$ cat src/ffsa_pkg.sv
// Shared types and constants for the first-fit segment allocator.
// Used by ffsa_ctrl, ffsa_dp and first_fit_segment_allocator; depends on nothing.
package ffsa_pkg;

    // Memory size in units and the derived widths.
    localparam int MEM_UNITS = 128;
    localparam int CW        = 8;
    localparam int AW        = $clog2(MEM_UNITS);
    localparam int OWN_W     = 5;
    localparam int SIZE_W    = 8;
    localparam int BASE_W    = 7;

    // Request opcodes.
    localparam logic OP_ALLOC   = 1'b0;
    localparam logic OP_RELEASE = 1'b1;

    // Result codes.
    typedef enum logic [1:0] {
        ST_OK       = 2'd0,
        ST_NOSPACE  = 2'd1,
        ST_NOTFOUND = 2'd2
    } status_t;

    // One table entry.
    typedef struct packed {
        logic             hole;
        logic [OWN_W-1:0] owner;
        logic [CW-1:0]    len;
    } seg_t;

    // Micro-operations the controller issues to the datapath.
    typedef enum logic [4:0] {
        C_NOP,
        C_LOAD,
        C_SCAN_RD,
        C_SCAN_NEXT,
        C_FIT_EXACT,
        C_FIT_SPLIT,
        C_SHUP_RD,
        C_SHUP_WR,
        C_SPLIT_BLK,
        C_SPLIT_HOLE,
        C_CMP_START,
        C_CMP_RD,
        C_CMP_EV,
        C_CMP_BLK,
        C_CMP_HOLE,
        C_REL_HIT,
        C_NEXT_RD,
        C_NEXT_EV,
        C_MERGE,
        C_SHDN_RD,
        C_SHDN_WR,
        C_SHDN_END,
        C_FINISH
    } cmd_op_t;

    typedef struct packed {
        cmd_op_t op;
        status_t code;
    } cmd_t;

    // Status flags the datapath reports back.
    typedef struct packed {
        logic op_rel;
        logic too_big;
        logic at_end;
        logic hit;
        logic fit_exact;
        logic shup_done;
        logic free_exact;
        logic has_next;
        logic shdn_done;
    } sts_t;

endpackage

$ cat src/ffsa_dp.sv
// Datapath of the allocator: segment table memory, counters and result registers.
// Depends on ffsa_pkg; driven by ffsa_ctrl through cmd_t and reporting sts_t.
module ffsa_dp (
    input  logic                    clk,
    input  logic                    rst_n,
    input  ffsa_pkg::cmd_t          cmd,
    output ffsa_pkg::sts_t          sts,
    input  logic                    op,
    input  logic [4:0]              owner,
    input  logic [7:0]              req_size,
    output logic                    done,
    output logic [1:0]              status,
    output logic [6:0]              base,
    output logic [7:0]              free_units,
    output logic [7:0]              segment_total
);
    import ffsa_pkg::*;

    seg_t             mem [MEM_UNITS];
    seg_t             rd_data_reg;
    logic             op_reg;
    logic [OWN_W-1:0] own_reg;
    logic [CW-1:0]    size_reg;
    logic [CW-1:0]    cnt_reg, cnt_next;
    logic [CW-1:0]    free_reg, free_next;
    logic [CW-1:0]    idx_reg, idx_next;
    logic [CW-1:0]    wptr_reg, wptr_next;
    logic [CW-1:0]    start_reg, start_next;
    logic [CW-1:0]    hit_len_reg, hit_len_next;
    logic             prev_hole_reg, prev_hole_next;
    logic [CW-1:0]    prev_len_reg, prev_len_next;
    logic             next_hole_reg, next_hole_next;
    logic [CW-1:0]    next_len_reg, next_len_next;
    logic [1:0]       dist_reg, dist_next;
    logic [BASE_W-1:0] base_reg, base_next;
    status_t          status_reg, status_next;
    logic             done_reg;
    logic             init_reg;
    logic             rd_en;
    logic [AW-1:0]    rd_addr;
    logic             wr_en;
    logic [AW-1:0]    wr_addr;
    seg_t             wr_data;
    logic [CW-1:0]    merge_len;

    // Status flags for the controller.
    always_comb
    begin
        sts.op_rel     = op_reg;
        sts.too_big    = (size_reg == '0) || (size_reg > free_reg);
        sts.at_end     = (idx_reg == cnt_reg);
        sts.hit        = op_reg ? (!rd_data_reg.hole && rd_data_reg.owner == own_reg)
                                : (rd_data_reg.hole && rd_data_reg.len >= size_reg);
        sts.fit_exact  = (rd_data_reg.len == size_reg);
        sts.shup_done  = (wptr_reg == idx_reg);
        sts.free_exact = (free_reg == size_reg);
        sts.has_next   = (CW'(idx_reg + CW'(1)) < cnt_reg);
        sts.shdn_done  = (wptr_reg == cnt_reg) || (dist_reg == 2'd0);
    end

    // Merged hole length on release.
    always_comb
    begin
        merge_len = hit_len_reg;
        if (prev_hole_reg)
        begin
            merge_len = CW'(merge_len + prev_len_reg);
        end
        if (next_hole_reg)
        begin
            merge_len = CW'(merge_len + next_len_reg);
        end
    end

    // Next-state logic per micro-operation.
    always_comb
    begin
        cnt_next       = cnt_reg;
        free_next      = free_reg;
        idx_next       = idx_reg;
        wptr_next      = wptr_reg;
        start_next     = start_reg;
        hit_len_next   = hit_len_reg;
        prev_hole_next = prev_hole_reg;
        prev_len_next  = prev_len_reg;
        next_hole_next = next_hole_reg;
        next_len_next  = next_len_reg;
        dist_next      = dist_reg;
        base_next      = base_reg;
        status_next    = status_reg;
        rd_en          = 1'b0;
        rd_addr        = idx_reg[AW-1:0];
        wr_en          = 1'b0;
        wr_addr        = idx_reg[AW-1:0];
        wr_data        = rd_data_reg;
        unique case (cmd.op)
            C_NOP:
            begin
            end
            C_LOAD:
            begin
                idx_next       = '0;
                wptr_next      = '0;
                start_next     = '0;
                prev_hole_next = 1'b0;
                prev_len_next  = '0;
                base_next      = '0;
            end
            C_SCAN_RD:
            begin
                rd_en   = 1'b1;
                rd_addr = idx_reg[AW-1:0];
            end
            C_SCAN_NEXT:
            begin
                start_next     = CW'(start_reg + rd_data_reg.len);
                prev_hole_next = rd_data_reg.hole;
                prev_len_next  = rd_data_reg.len;
                idx_next       = CW'(idx_reg + CW'(1));
            end
            C_FIT_EXACT:
            begin
                wr_en     = 1'b1;
                wr_addr   = idx_reg[AW-1:0];
                wr_data   = '{hole: 1'b0, owner: own_reg, len: size_reg};
                free_next = CW'(free_reg - size_reg);
                base_next = start_reg[BASE_W-1:0];
            end
            C_FIT_SPLIT:
            begin
                hit_len_next = rd_data_reg.len;
                base_next    = start_reg[BASE_W-1:0];
                wptr_next    = cnt_reg;
            end
            C_SHUP_RD:
            begin
                rd_en   = 1'b1;
                rd_addr = AW'(wptr_reg - CW'(1));
            end
            C_SHUP_WR:
            begin
                wr_en     = 1'b1;
                wr_addr   = wptr_reg[AW-1:0];
                wptr_next = CW'(wptr_reg - CW'(1));
            end
            C_SPLIT_BLK:
            begin
                wr_en   = 1'b1;
                wr_addr = idx_reg[AW-1:0];
                wr_data = '{hole: 1'b0, owner: own_reg, len: size_reg};
            end
            C_SPLIT_HOLE:
            begin
                wr_en     = 1'b1;
                wr_addr   = AW'(idx_reg + CW'(1));
                wr_data   = '{hole: 1'b1, owner: '0, len: CW'(hit_len_reg - size_reg)};
                cnt_next  = CW'(cnt_reg + CW'(1));
                free_next = CW'(free_reg - size_reg);
            end
            C_CMP_START:
            begin
                idx_next  = '0;
                wptr_next = '0;
            end
            C_CMP_RD:
            begin
                rd_en   = 1'b1;
                rd_addr = idx_reg[AW-1:0];
            end
            C_CMP_EV:
            begin
                idx_next = CW'(idx_reg + CW'(1));
                if (!rd_data_reg.hole)
                begin
                    wr_en     = 1'b1;
                    wr_addr   = wptr_reg[AW-1:0];
                    wptr_next = CW'(wptr_reg + CW'(1));
                end
            end
            C_CMP_BLK:
            begin
                wr_en     = 1'b1;
                wr_addr   = wptr_reg[AW-1:0];
                wr_data   = '{hole: 1'b0, owner: own_reg, len: size_reg};
                base_next = BASE_W'(CW'(MEM_UNITS) - free_reg);
                if (free_reg == size_reg)
                begin
                    cnt_next  = CW'(wptr_reg + CW'(1));
                    free_next = '0;
                end
            end
            C_CMP_HOLE:
            begin
                wr_en     = 1'b1;
                wr_addr   = AW'(wptr_reg + CW'(1));
                wr_data   = '{hole: 1'b1, owner: '0, len: CW'(free_reg - size_reg)};
                cnt_next  = CW'(wptr_reg + CW'(2));
                free_next = CW'(free_reg - size_reg);
            end
            C_REL_HIT:
            begin
                hit_len_next   = rd_data_reg.len;
                base_next      = start_reg[BASE_W-1:0];
                free_next      = CW'(free_reg + rd_data_reg.len);
                next_hole_next = 1'b0;
                next_len_next  = '0;
            end
            C_NEXT_RD:
            begin
                rd_en   = 1'b1;
                rd_addr = AW'(idx_reg + CW'(1));
            end
            C_NEXT_EV:
            begin
                next_hole_next = rd_data_reg.hole;
                next_len_next  = rd_data_reg.len;
            end
            C_MERGE:
            begin
                wr_en     = 1'b1;
                wr_addr   = prev_hole_reg ? AW'(idx_reg - CW'(1)) : idx_reg[AW-1:0];
                wr_data   = '{hole: 1'b1, owner: '0, len: merge_len};
                dist_next = {1'b0, prev_hole_reg} + {1'b0, next_hole_reg};
                wptr_next = CW'(idx_reg + CW'(1) + CW'(next_hole_reg));
            end
            C_SHDN_RD:
            begin
                rd_en   = 1'b1;
                rd_addr = wptr_reg[AW-1:0];
            end
            C_SHDN_WR:
            begin
                wr_en     = 1'b1;
                wr_addr   = AW'(wptr_reg - CW'(dist_reg));
                wptr_next = CW'(wptr_reg + CW'(1));
            end
            C_SHDN_END:
            begin
                cnt_next = CW'(cnt_reg - CW'(dist_reg));
            end
            C_FINISH:
            begin
                status_next = cmd.code;
            end
            default:
            begin
            end
        endcase
        // Entry zero is loaded with the full-size hole while init_reg is set.
        if (init_reg)
        begin
            wr_en   = 1'b1;
            wr_addr = '0;
            wr_data = '{hole: 1'b1, owner: '0, len: CW'(MEM_UNITS)};
        end
    end

    // Segment table memory with a registered read port.
    always_ff @(posedge clk)
    begin
        if (wr_en)
        begin
            mem[wr_addr] <= wr_data;
        end
        if (rd_en)
        begin
            rd_data_reg <= mem[rd_addr];
        end
    end

    // Request latch.
    always_ff @(posedge clk)
    begin
        if (cmd.op == C_LOAD)
        begin
            op_reg   <= op;
            own_reg  <= owner;
            size_reg <= req_size;
        end
    end

    // Working registers without reset.
    always_ff @(posedge clk)
    begin
        idx_reg       <= idx_next;
        wptr_reg      <= wptr_next;
        start_reg     <= start_next;
        hit_len_reg   <= hit_len_next;
        prev_hole_reg <= prev_hole_next;
        prev_len_reg  <= prev_len_next;
        next_hole_reg <= next_hole_next;
        next_len_reg  <= next_len_next;
        dist_reg      <= dist_next;
        base_reg      <= base_next;
        status_reg    <= status_next;
    end

    // Table counters and the result strobe.
    always_ff @(posedge clk or negedge rst_n)
    begin
        if (!rst_n)
        begin
            cnt_reg  <= CW'(1);
            free_reg <= CW'(MEM_UNITS);
            done_reg <= 1'b0;
        end
        else
        begin
            cnt_reg  <= cnt_next;
            free_reg <= free_next;
            done_reg <= (cmd.op == C_FINISH);
        end
    end

    // Entry zero is written with the full hole on every clock in reset and on the
    // first clock after release; the table is only read below cnt_reg.
    always_ff @(posedge clk or negedge rst_n)
    begin
        if (!rst_n)
        begin
            init_reg <= 1'b1;
        end
        else
        begin
            init_reg <= 1'b0;
        end
    end

    assign done          = done_reg;
    assign status        = status_reg;
    assign base          = base_reg;
    assign free_units    = free_reg;
    assign segment_total = cnt_reg;

    // Free space never exceeds the memory size.
    a_free_range: assert property (@(posedge clk) disable iff (!rst_n)
        free_reg <= CW'(MEM_UNITS))
        else $error("free space above memory size");

    // The table always holds between one and MEM_UNITS segments.
    a_cnt_range: assert property (@(posedge clk) disable iff (!rst_n)
        cnt_reg != '0 && cnt_reg <= CW'(MEM_UNITS))
        else $error("segment count out of range");

    // A result is shown for one cycle only.
    a_done_pulse: assert property (@(posedge clk) disable iff (!rst_n)
        done_reg |=> !done_reg)
        else $error("result strobe held");

    // Writes stay inside the table plus one new slot.
    a_wr_bound: assert property (@(posedge clk) disable iff (!rst_n)
        wr_en && !init_reg |-> CW'(wr_addr) <= cnt_reg)
        else $error("table write beyond end");

endmodule

$ cat src/ffsa_ctrl.sv
// Controller of the allocator: sequences scan, shift, compaction and merge steps.
// Depends on ffsa_pkg; drives ffsa_dp through cmd_t and reads sts_t.
module ffsa_ctrl (
    input  logic           clk,
    input  logic           rst_n,
    input  logic           start,
    output logic           busy,
    input  ffsa_pkg::sts_t sts,
    output ffsa_pkg::cmd_t cmd
);
    import ffsa_pkg::*;

    typedef enum logic [17:0] {
        S_IDLE      = 18'h00001,
        S_CHECK     = 18'h00002,
        S_SCAN_RD   = 18'h00004,
        S_SCAN_EV   = 18'h00008,
        S_SHUP_RD   = 18'h00010,
        S_SHUP_WR   = 18'h00020,
        S_SPLIT_BLK = 18'h00040,
        S_SPLIT_HL  = 18'h00080,
        S_CMP_RD    = 18'h00100,
        S_CMP_EV    = 18'h00200,
        S_CMP_BLK   = 18'h00400,
        S_CMP_HOLE  = 18'h00800,
        S_REL_NRD   = 18'h01000,
        S_REL_NEV   = 18'h02000,
        S_MERGE     = 18'h04000,
        S_SHDN_RD   = 18'h08000,
        S_SHDN_WR   = 18'h10000,
        S_DONE      = 18'h20000
    } state_t;

    state_t  state_reg, state_next;
    status_t code_reg, code_next;

    // Next state and command.
    always_comb
    begin
        state_next = state_reg;
        code_next  = code_reg;
        cmd.op     = C_NOP;
        cmd.code   = code_reg;
        unique case (state_reg)
            S_IDLE:
            begin
                if (start)
                begin
                    cmd.op     = C_LOAD;
                    code_next  = ST_OK;
                    state_next = S_CHECK;
                end
            end
            S_CHECK:
            begin
                if (sts.op_rel == OP_ALLOC && sts.too_big)
                begin
                    code_next  = ST_NOSPACE;
                    state_next = S_DONE;
                end
                else
                begin
                    state_next = S_SCAN_RD;
                end
            end
            S_SCAN_RD:
            begin
                if (sts.at_end)
                begin
                    if (sts.op_rel == OP_ALLOC)
                    begin
                        cmd.op     = C_CMP_START;
                        state_next = S_CMP_RD;
                    end
                    else
                    begin
                        code_next  = ST_NOTFOUND;
                        state_next = S_DONE;
                    end
                end
                else
                begin
                    cmd.op     = C_SCAN_RD;
                    state_next = S_SCAN_EV;
                end
            end
            S_SCAN_EV:
            begin
                if (!sts.hit)
                begin
                    cmd.op     = C_SCAN_NEXT;
                    state_next = S_SCAN_RD;
                end
                else if (sts.op_rel == OP_RELEASE)
                begin
                    cmd.op     = C_REL_HIT;
                    state_next = S_REL_NRD;
                end
                else if (sts.fit_exact)
                begin
                    cmd.op     = C_FIT_EXACT;
                    state_next = S_DONE;
                end
                else
                begin
                    cmd.op     = C_FIT_SPLIT;
                    state_next = S_SHUP_RD;
                end
            end
            S_SHUP_RD:
            begin
                if (sts.shup_done)
                begin
                    state_next = S_SPLIT_BLK;
                end
                else
                begin
                    cmd.op     = C_SHUP_RD;
                    state_next = S_SHUP_WR;
                end
            end
            S_SHUP_WR:
            begin
                cmd.op     = C_SHUP_WR;
                state_next = S_SHUP_RD;
            end
            S_SPLIT_BLK:
            begin
                cmd.op     = C_SPLIT_BLK;
                state_next = S_SPLIT_HL;
            end
            S_SPLIT_HL:
            begin
                cmd.op     = C_SPLIT_HOLE;
                state_next = S_DONE;
            end
            S_CMP_RD:
            begin
                if (sts.at_end)
                begin
                    state_next = S_CMP_BLK;
                end
                else
                begin
                    cmd.op     = C_CMP_RD;
                    state_next = S_CMP_EV;
                end
            end
            S_CMP_EV:
            begin
                cmd.op     = C_CMP_EV;
                state_next = S_CMP_RD;
            end
            S_CMP_BLK:
            begin
                cmd.op     = C_CMP_BLK;
                state_next = sts.free_exact ? S_DONE : S_CMP_HOLE;
            end
            S_CMP_HOLE:
            begin
                cmd.op     = C_CMP_HOLE;
                state_next = S_DONE;
            end
            S_REL_NRD:
            begin
                if (sts.has_next)
                begin
                    cmd.op     = C_NEXT_RD;
                    state_next = S_REL_NEV;
                end
                else
                begin
                    state_next = S_MERGE;
                end
            end
            S_REL_NEV:
            begin
                cmd.op     = C_NEXT_EV;
                state_next = S_MERGE;
            end
            S_MERGE:
            begin
                cmd.op     = C_MERGE;
                state_next = S_SHDN_RD;
            end
            S_SHDN_RD:
            begin
                if (sts.shdn_done)
                begin
                    cmd.op     = C_SHDN_END;
                    state_next = S_DONE;
                end
                else
                begin
                    cmd.op     = C_SHDN_RD;
                    state_next = S_SHDN_WR;
                end
            end
            S_SHDN_WR:
            begin
                cmd.op     = C_SHDN_WR;
                state_next = S_SHDN_RD;
            end
            S_DONE:
            begin
                cmd.op     = C_FINISH;
                state_next = S_IDLE;
            end
            default:
            begin
                state_next = S_IDLE;
            end
        endcase
    end

    // State register.
    always_ff @(posedge clk or negedge rst_n)
    begin
        if (!rst_n)
        begin
            state_reg <= S_IDLE;
            code_reg  <= ST_OK;
        end
        else
        begin
            state_reg <= state_next;
            code_reg  <= code_next;
        end
    end

    assign busy = (state_reg != S_IDLE);

    // Exactly one state bit is set.
    a_onehot: assert property (@(posedge clk) disable iff (!rst_n)
        $onehot(state_reg))
        else $error("state not one-hot");

    // An accepted request leaves the idle state at once.
    a_start: assert property (@(posedge clk) disable iff (!rst_n)
        start && !busy |=> busy)
        else $error("request accepted but controller idle");

    // Finishing always returns to idle.
    a_finish: assert property (@(posedge clk) disable iff (!rst_n)
        state_reg == S_DONE |=> state_reg == S_IDLE)
        else $error("finish did not return to idle");

endmodule

$ cat src/first_fit_segment_allocator.sv
// Top level of the first-fit segment allocator.
// Depends on ffsa_pkg, ffsa_ctrl and ffsa_dp.
//
//  Channel  | Signals                                    | Handshake
//  ---------+--------------------------------------------+---------------------------------
//  request  | op, owner, req_size                        | taken when start && !busy
//  result   | status, base, free_units, segment_total    | valid for one cycle with done
//
// A request reads the table entry by entry in the scan, then moves entries one at a time
// for a split, merge or compaction, each move a read and then a write, and ends with checks,
// end tests, final writes and the result register. The worst case is a full scan followed
// by compaction; a rejected allocate skips the scan. The segment table has one read and one
// write per cycle, which paces the scan and the moves.
// After reset the table holds one hole of MEM_UNITS units; no clearing pass is needed.
// The result cannot be stalled; free_units and segment_total stay valid while idle.
module first_fit_segment_allocator (
    input  logic       clk,
    input  logic       rst_n,
    input  logic       start,
    output logic       busy,
    input  logic       op,
    input  logic [4:0] owner,
    input  logic [7:0] req_size,
    output logic       done,
    output logic [1:0] status,
    output logic [6:0] base,
    output logic [7:0] free_units,
    output logic [7:0] segment_total
);
    import ffsa_pkg::*;

    cmd_t cmd;
    sts_t sts;

    // Sequencer.
    ffsa_ctrl u_ctrl (
        .clk   (clk),
        .rst_n (rst_n),
        .start (start),
        .busy  (busy),
        .sts   (sts),
        .cmd   (cmd)
    );

    // Table and arithmetic.
    ffsa_dp u_dp (
        .clk           (clk),
        .rst_n         (rst_n),
        .cmd           (cmd),
        .sts           (sts),
        .op            (op),
        .owner         (owner),
        .req_size      (req_size),
        .done          (done),
        .status        (status),
        .base          (base),
        .free_units    (free_units),
        .segment_total (segment_total)
    );

endmodule
$ cat config.mk
export PLATFORM = sky130hd
export DESIGN_NAME = first_fit_segment_allocator
export DESIGN_NICKNAME = d
export VERILOG_FILES = /design/src/ffsa_pkg.sv /design/src/ffsa_dp.sv /design/src/ffsa_ctrl.sv /design/src/first_fit_segment_allocator.sv
export SDC_FILE = /design/constraint.sdc
export NUM_CORES = 2
export LEC_CHECK = 0
export BUFFER_PORTS_ARGS = -buffer_cell sky130_fd_sc_hd__buf_2
export CORE_ASPECT_RATIO = 2
export CORE_MARGIN = 4
export CORE_UTILIZATION = 45
export DETAILED_ROUTE_END_ITERATION = 8
export PLACE_DENSITY_LB_ADDON = 0.08
export SYNTH_ARGS = -nofsm -noshare
export SYNTH_HDL_FRONTEND = slang
export SYNTH_HIERARCHICAL = 1
export SYNTH_SLANG_ARGS = --single-unit
$ cat constraint.sdc
create_clock -name clk -period 14.9 [get_ports clk]
set_input_delay 2.98 -clock clk [delete_from_list [all_inputs] [get_ports clk]]
set_output_delay 2.98 -clock clk [all_outputs]
set_load 0.03 [all_outputs]
* Word-level counts from Yosys, hierarchy flattened
Memories as Yosys holds them, arrays and structs flattened. A register that Yosys moved wholly into a read port is not among the register bits. Cells that the tools add are included.
Storage, ports and cells: register bits after elaboration 113, memory bits (writable) 1792, output and inout port bits 27, memories 1
Memory list:
- u_dp.mem | words 128, width 14, read ports 1, clocked after Yosys merged registers in 1, write ports 1, line ffsa_dp.sv:19 | seg_t mem [MEM_UNITS];
Operators by class: add/sub/neg operators 17, magnitude comparators 3, equality and inequality tests 53, mux-type cells 58, bitwise logic cells 1, reduce and logical (&&, ||, !) cells 31
Operators by type and width (count):
- $pmux W18 S15 | 1
- $mux W18 | 9
- $pmux W5 S17 | 1
- $pmux W8 S2 | 4
- $pmux W14 S4 | 1
- $pmux W8 S6 | 1
- $pmux W7 S3 | 2
- $pmux W7 S6 | 1
- $eq A5 B4 Y1 const B | 8
- $eq A8 B8 Y1 | 5
- $mux W8 | 5
- $eq A5 B5 Y1 const B | 7
- $add A8 B8 Y8 | 4
- $pmux W8 S4 | 1
- $mux W7 | 4
- $add A8 B1 Y8 const B | 3
- $pmux W8 S3 | 1
- $eq A5 B3 Y1 const B | 4
- $eq A18 B1 Y1 const B | 1
- $eq A18 B10 Y1 const B | 1
- $eq A18 B11 Y1 const B | 1
- $eq A18 B12 Y1 const B | 1
- $eq A18 B13 Y1 const B | 1
- $eq A18 B14 Y1 const B | 1
- other kinds (56) | 95

* Depth between registers and ports, before layout
depth after elaboration 11, depth in mapped cells 32, depth with buffers taken out 30

* Modules after synthesis
Netlist, hierarchy kept.
Modules (own cells, without submodules):
- ffsa_dp | instances 1, cells an instance 5891, area an instance 79273.5 um^2, seq. area each 56908.3 um^2
- ffsa_ctrl | instances 1, cells an instance 161, area an instance 1443.9 um^2, seq. area each 501.7 um^2

* Worst setup path after synthesis
OpenSTA, ideal clock, no wires.
path kind in2reg, start point input start, end point memory u_dp/mem[0][6] (netlist bit), data pin, library setup time 1260 ps, arrival time 10085 ps, setup slack 3555 ps, stages 9, path buffers 2, cells stage by stage a21oi_1 -> nand2_1 -> buf_4 -> buf_2 -> nor3_1 -> a2111oi_0 -> a221o_1 -> a21oi_1 -> a221oi_1
RTL lines:
- start: declaration | line first_fit_segment_allocator.sv:19 | input logic start,
- end: declaration | line ffsa_dp.sv:19

==> impl_metrics.yaml <==
route:
  route.met2.wl_microns: 137000
  avgRoutedWirePerCell_microns: 30.8
  drt_wl_total_microns: 264000
  detail_route.vias_per_cell: 6.01
  post-route-drc-count: 0
  via_count: 51500
  dr.max_layer_used: "met4"
  drtAntennaViolNets: 0
  dr.pass1.iters: 7
  detail_route.iter0.violations: 4759
  detail_route.wirelength.met1_microns: 92500
  wl_met3_microns: 11300
timing:
  timing_hold_violations_final: 0
  final.setup_skew_ns: 0.0505
  rsz0062_at_grt: "false"
  setup_viol: 0
  timing.final.max_slew_violations: 0
  final_period_minus_worst_setup_slack_ns: 9.49
  whs_ns: 0.473
  timing.fmax_mhz: 105
  transition_time_at_the_pin_with_the_least_slew_margin_ns: 1.49
  layout_worst_path_cycle_share_pct: 63.7
  max-slew-margin-rel_pct: 0.106
  setup_tns_ns: 0
placed_design:
  port_buffers: 43
  hpwl_microns: 168000
  gp_congestion: 0.929
  placedCellCount: 8257
finish:
  final-instance-count-excl-fill: 8571
  multi_input_comb_area_sq_um: 21600
  final.fill_count: 15400
  largest_register_ffs: 1792
  layout.area.seq_sq_um: 57400
  area_growth_syn_to_layout_pct: 11.5
  drive_above_1_share_pct: 10.1
  num-nets-final: 6218
  most_common_cell_after_layout_fill_and_taps_aside: "edfxtp_1"
  top_library_cells_by_usage_in_the_layout_fill_and_taps_aside: "1880 x edfxtp_1, 1292 x nand2_1, 461 x nand3_1"
yosys:
  synthTopCellsByArea: "edfxtp_1 70%, nand2_1 6.0%, nand3_1 2.9%"
  number_of_synthesized_flops_with_an_enable_pin: 1880
  synth_fp_nets: 6154
  synthesis.instances: 6052
  register_bit_total_from_synthesis: 1918
  synth.largest_area_cell: "edfxtp_1"
  ys_dominant_reg_cell: "edfxtp_1"
  proportion_of_synthesized_chip_area_in_sequential_cells_pct: 71.1
  synthDominantCellAreaShare_pct: 69.9
  netlist_area_sq_um: 80700
  postSynthAreaPerCell_sq_um: 13.3
  yosys.cell_types.count: 100
  synth-warning-count: 6
  synth-async-reset-ratio_pct: 1.98
min_path:
  whs_path_depth: 0
  worst_hold_path_type: "flip-flop to flip-flop"
power:
  power.leakage_nw: 30.6
  p_comb_share_pct: 26.1
  ir_drop_uv: 145
  power_mw: 14.8
  power_density_nw_per_um2: 165
  switching_share_pct: 33.5
  power.sequential.fraction_pct: 43.2
  p_sw_mw: 4.97
  power.internal_mw: 9.86
  relative_contribution_of_the_clock_network_to_total_power_pct: 30.6
setup_path:
  timing.critical_path.required_ns: 15.51
  path_max_fanout: 61
  criticalPathCategory: "flip-flop to flip-flop"
  cp-end-kind: "flip-flop"
  reg2reg_depth: 27
  worst_setup_path_start_kind: "flip-flop"
  critPathArrivalTime_ns: 10.10
clock_tree:
  cts_post_setup_buffers_inserted: 0
  clock_tree.htree_level_count: 4
  tritoncts_num_sinks: 1918
  cts_made_buffers: 177
  post_cts.resized_instances: 0
  clk-insertion-delay-late_ns: 0.82
  cts_max_path_buffers: 4
  cts-root-buf: "clkbuf_16"
  cts_hold_buffers: 0
  cts_clk_pin_slew_worst_paths_ns: 0.06
  clock_tree_from_tritoncts: "done"
die:
  dieHeight_microns: 607
  die_w_microns: 307
  rows: 219
  floorplan.die_area_sq_um: 187000
  top_level_ports: 44
  initial_core_util_pct: 45.3
  placeableCoreArea_sq_um: 178000
global_routing:
  gr-usage-all-layers_pct: 27.9
  global_route_wire_length_before_repair_microns: 375000
  antenna_found_initial: 4
  grt_remaining_overflow: 0
  grt_max_degree: 148
  vias_in_the_first_global_route: 51300
outcome:
  violations: "max-capacitance violations"
  outcome: "finished with violations"
flow_run:
  max-cap-violations: 1
==> worst paths after layout <==
path | slack [ns] | endpoint | startpoint
min | 0.47 | u_dp/status[0]$_DFFE_PP_ | u_ctrl/code_reg[0]$_DFFE_PN0P_
max in group asynchronous | 11.96 | u_dp/free_units[4]$_DFFE_PN0P_ | rst_n
max | 5.41 | u_dp/rd_data_reg[7]$_DFFE_PP_ | u_dp/idx_reg[0]$_SDFFCE_PN0P_
max reg2reg | 5.41 | u_dp/rd_data_reg[7]$_DFFE_PP_ | u_dp/idx_reg[0]$_SDFFCE_PN0P_
min reg2reg | 0.47 | u_dp/status[0]$_DFFE_PP_ | u_ctrl/code_reg[0]$_DFFE_PN0P_
min in group asynchronous | 2.31 | u_ctrl/state_reg[14]$_DFFE_PN0P_ | rst_n
==> power by group through the flow <==
stage / Combinational [mW] / Sequential, mW / Clock, mW
finish: 3.87 / 6.41 / 4.55
global route: 4.10 / 6.42 / 4.83
CTS: 3.88 / 6.41 / 4.63
detailed placement: 3.87 / 6.53 / 0
global placement: 3.84 / 6.53 / 0
floorplan: 2.30 / 6.51 / 0
==> through the flow <==
| stage | area (sq um) | util, % | setup WS, ns |
|---|---|---|---|
| floorplan | 80700 | - | 3.55 |
| global placement | 84200 | 47.3 | 4.86 |
| detailed placement | 84400 | 47.4 | 5.37 |
| CTS | 90000 | 50.5 | 5.37 |
| global route | 90000 | 50.5 | 5.14 |
| finish | 90000 | 50.5 | 5.41 |
==> worst max-delay path, cell delays in order (launching register included) <==
cell and delay, ns:
edfxtp_1 0.62, ha_1 0.30, xor2_1 0.58, ha_1 0.36, o21a_1 0.10, o21ai_0 0.21, nand2b_1 0.10, a21oi_1 0.18
nor2b_1 0.06, o21ai_0 0.15, nand2b_1 0.08, a21oi_1 0.25, nand3b_1 0.11, a21oi_1 0.14, a21oi_1 0.07, o221ai_2 0.28
buf_4 0.36, and4bb_2 0.31, nor4_1 0.51, or4_4 0.65, buf_4 0.73, buf_4 0.58, nand2_1 0.10, a32oi_1 0.22
a31oi_1 0.30, nor3_1 0.55, o211ai_1 0.75, a211oi_1 0.48
==> cell usage after synthesis, types with 29 or more instances <==
cell type  instances
a221oi_1          54
a31oi_1          105
nand4_1           70
a21oi_1          203
nand2_1         1292
edfxtp_1        1880
a32oi_1          125
nor2_1           260
o211ai_1          71
xnor2_1           67
a21o_1            29
o21ai_0           76
nor3_1            88
ha_1              77
inv_1             71
nand3_1          461
buf_1             49
clkbuf_1         166
mux2i_1          219
buf_2            139
dfrtp_1           34
==> per-layer routing <==
layer,up-vias,global-route usage [%]
li1,22900,-
met1,26200,30.7
met2,1700,50.5
met3,635,2.83
met4,0,19.6
met5,-,0
==> area by class of cell <==
class	instances	area share, %
Inverter	72	0.300
Clock inverter	93	1.02
Antenna cell	6	0.0167
Timing Repair Buffer	269	2.37
Clock buffer	215	5.22
Sequential cell	1918	63.8
Multi-Input combinational cell	3678	24.1
Tap cell	2320	3.23
==> cells by family after synthesis <==
group / share of synthesized area (%)
xor+xnor: 1.04
mux: 3.01
simple gates: 13.0
other cells: 0.00465
fa+ha+maj: 1.39
buf+inv: 2.49
flops: 71.1
compound gates: 7.93
(Power assumes the default switching activity.)
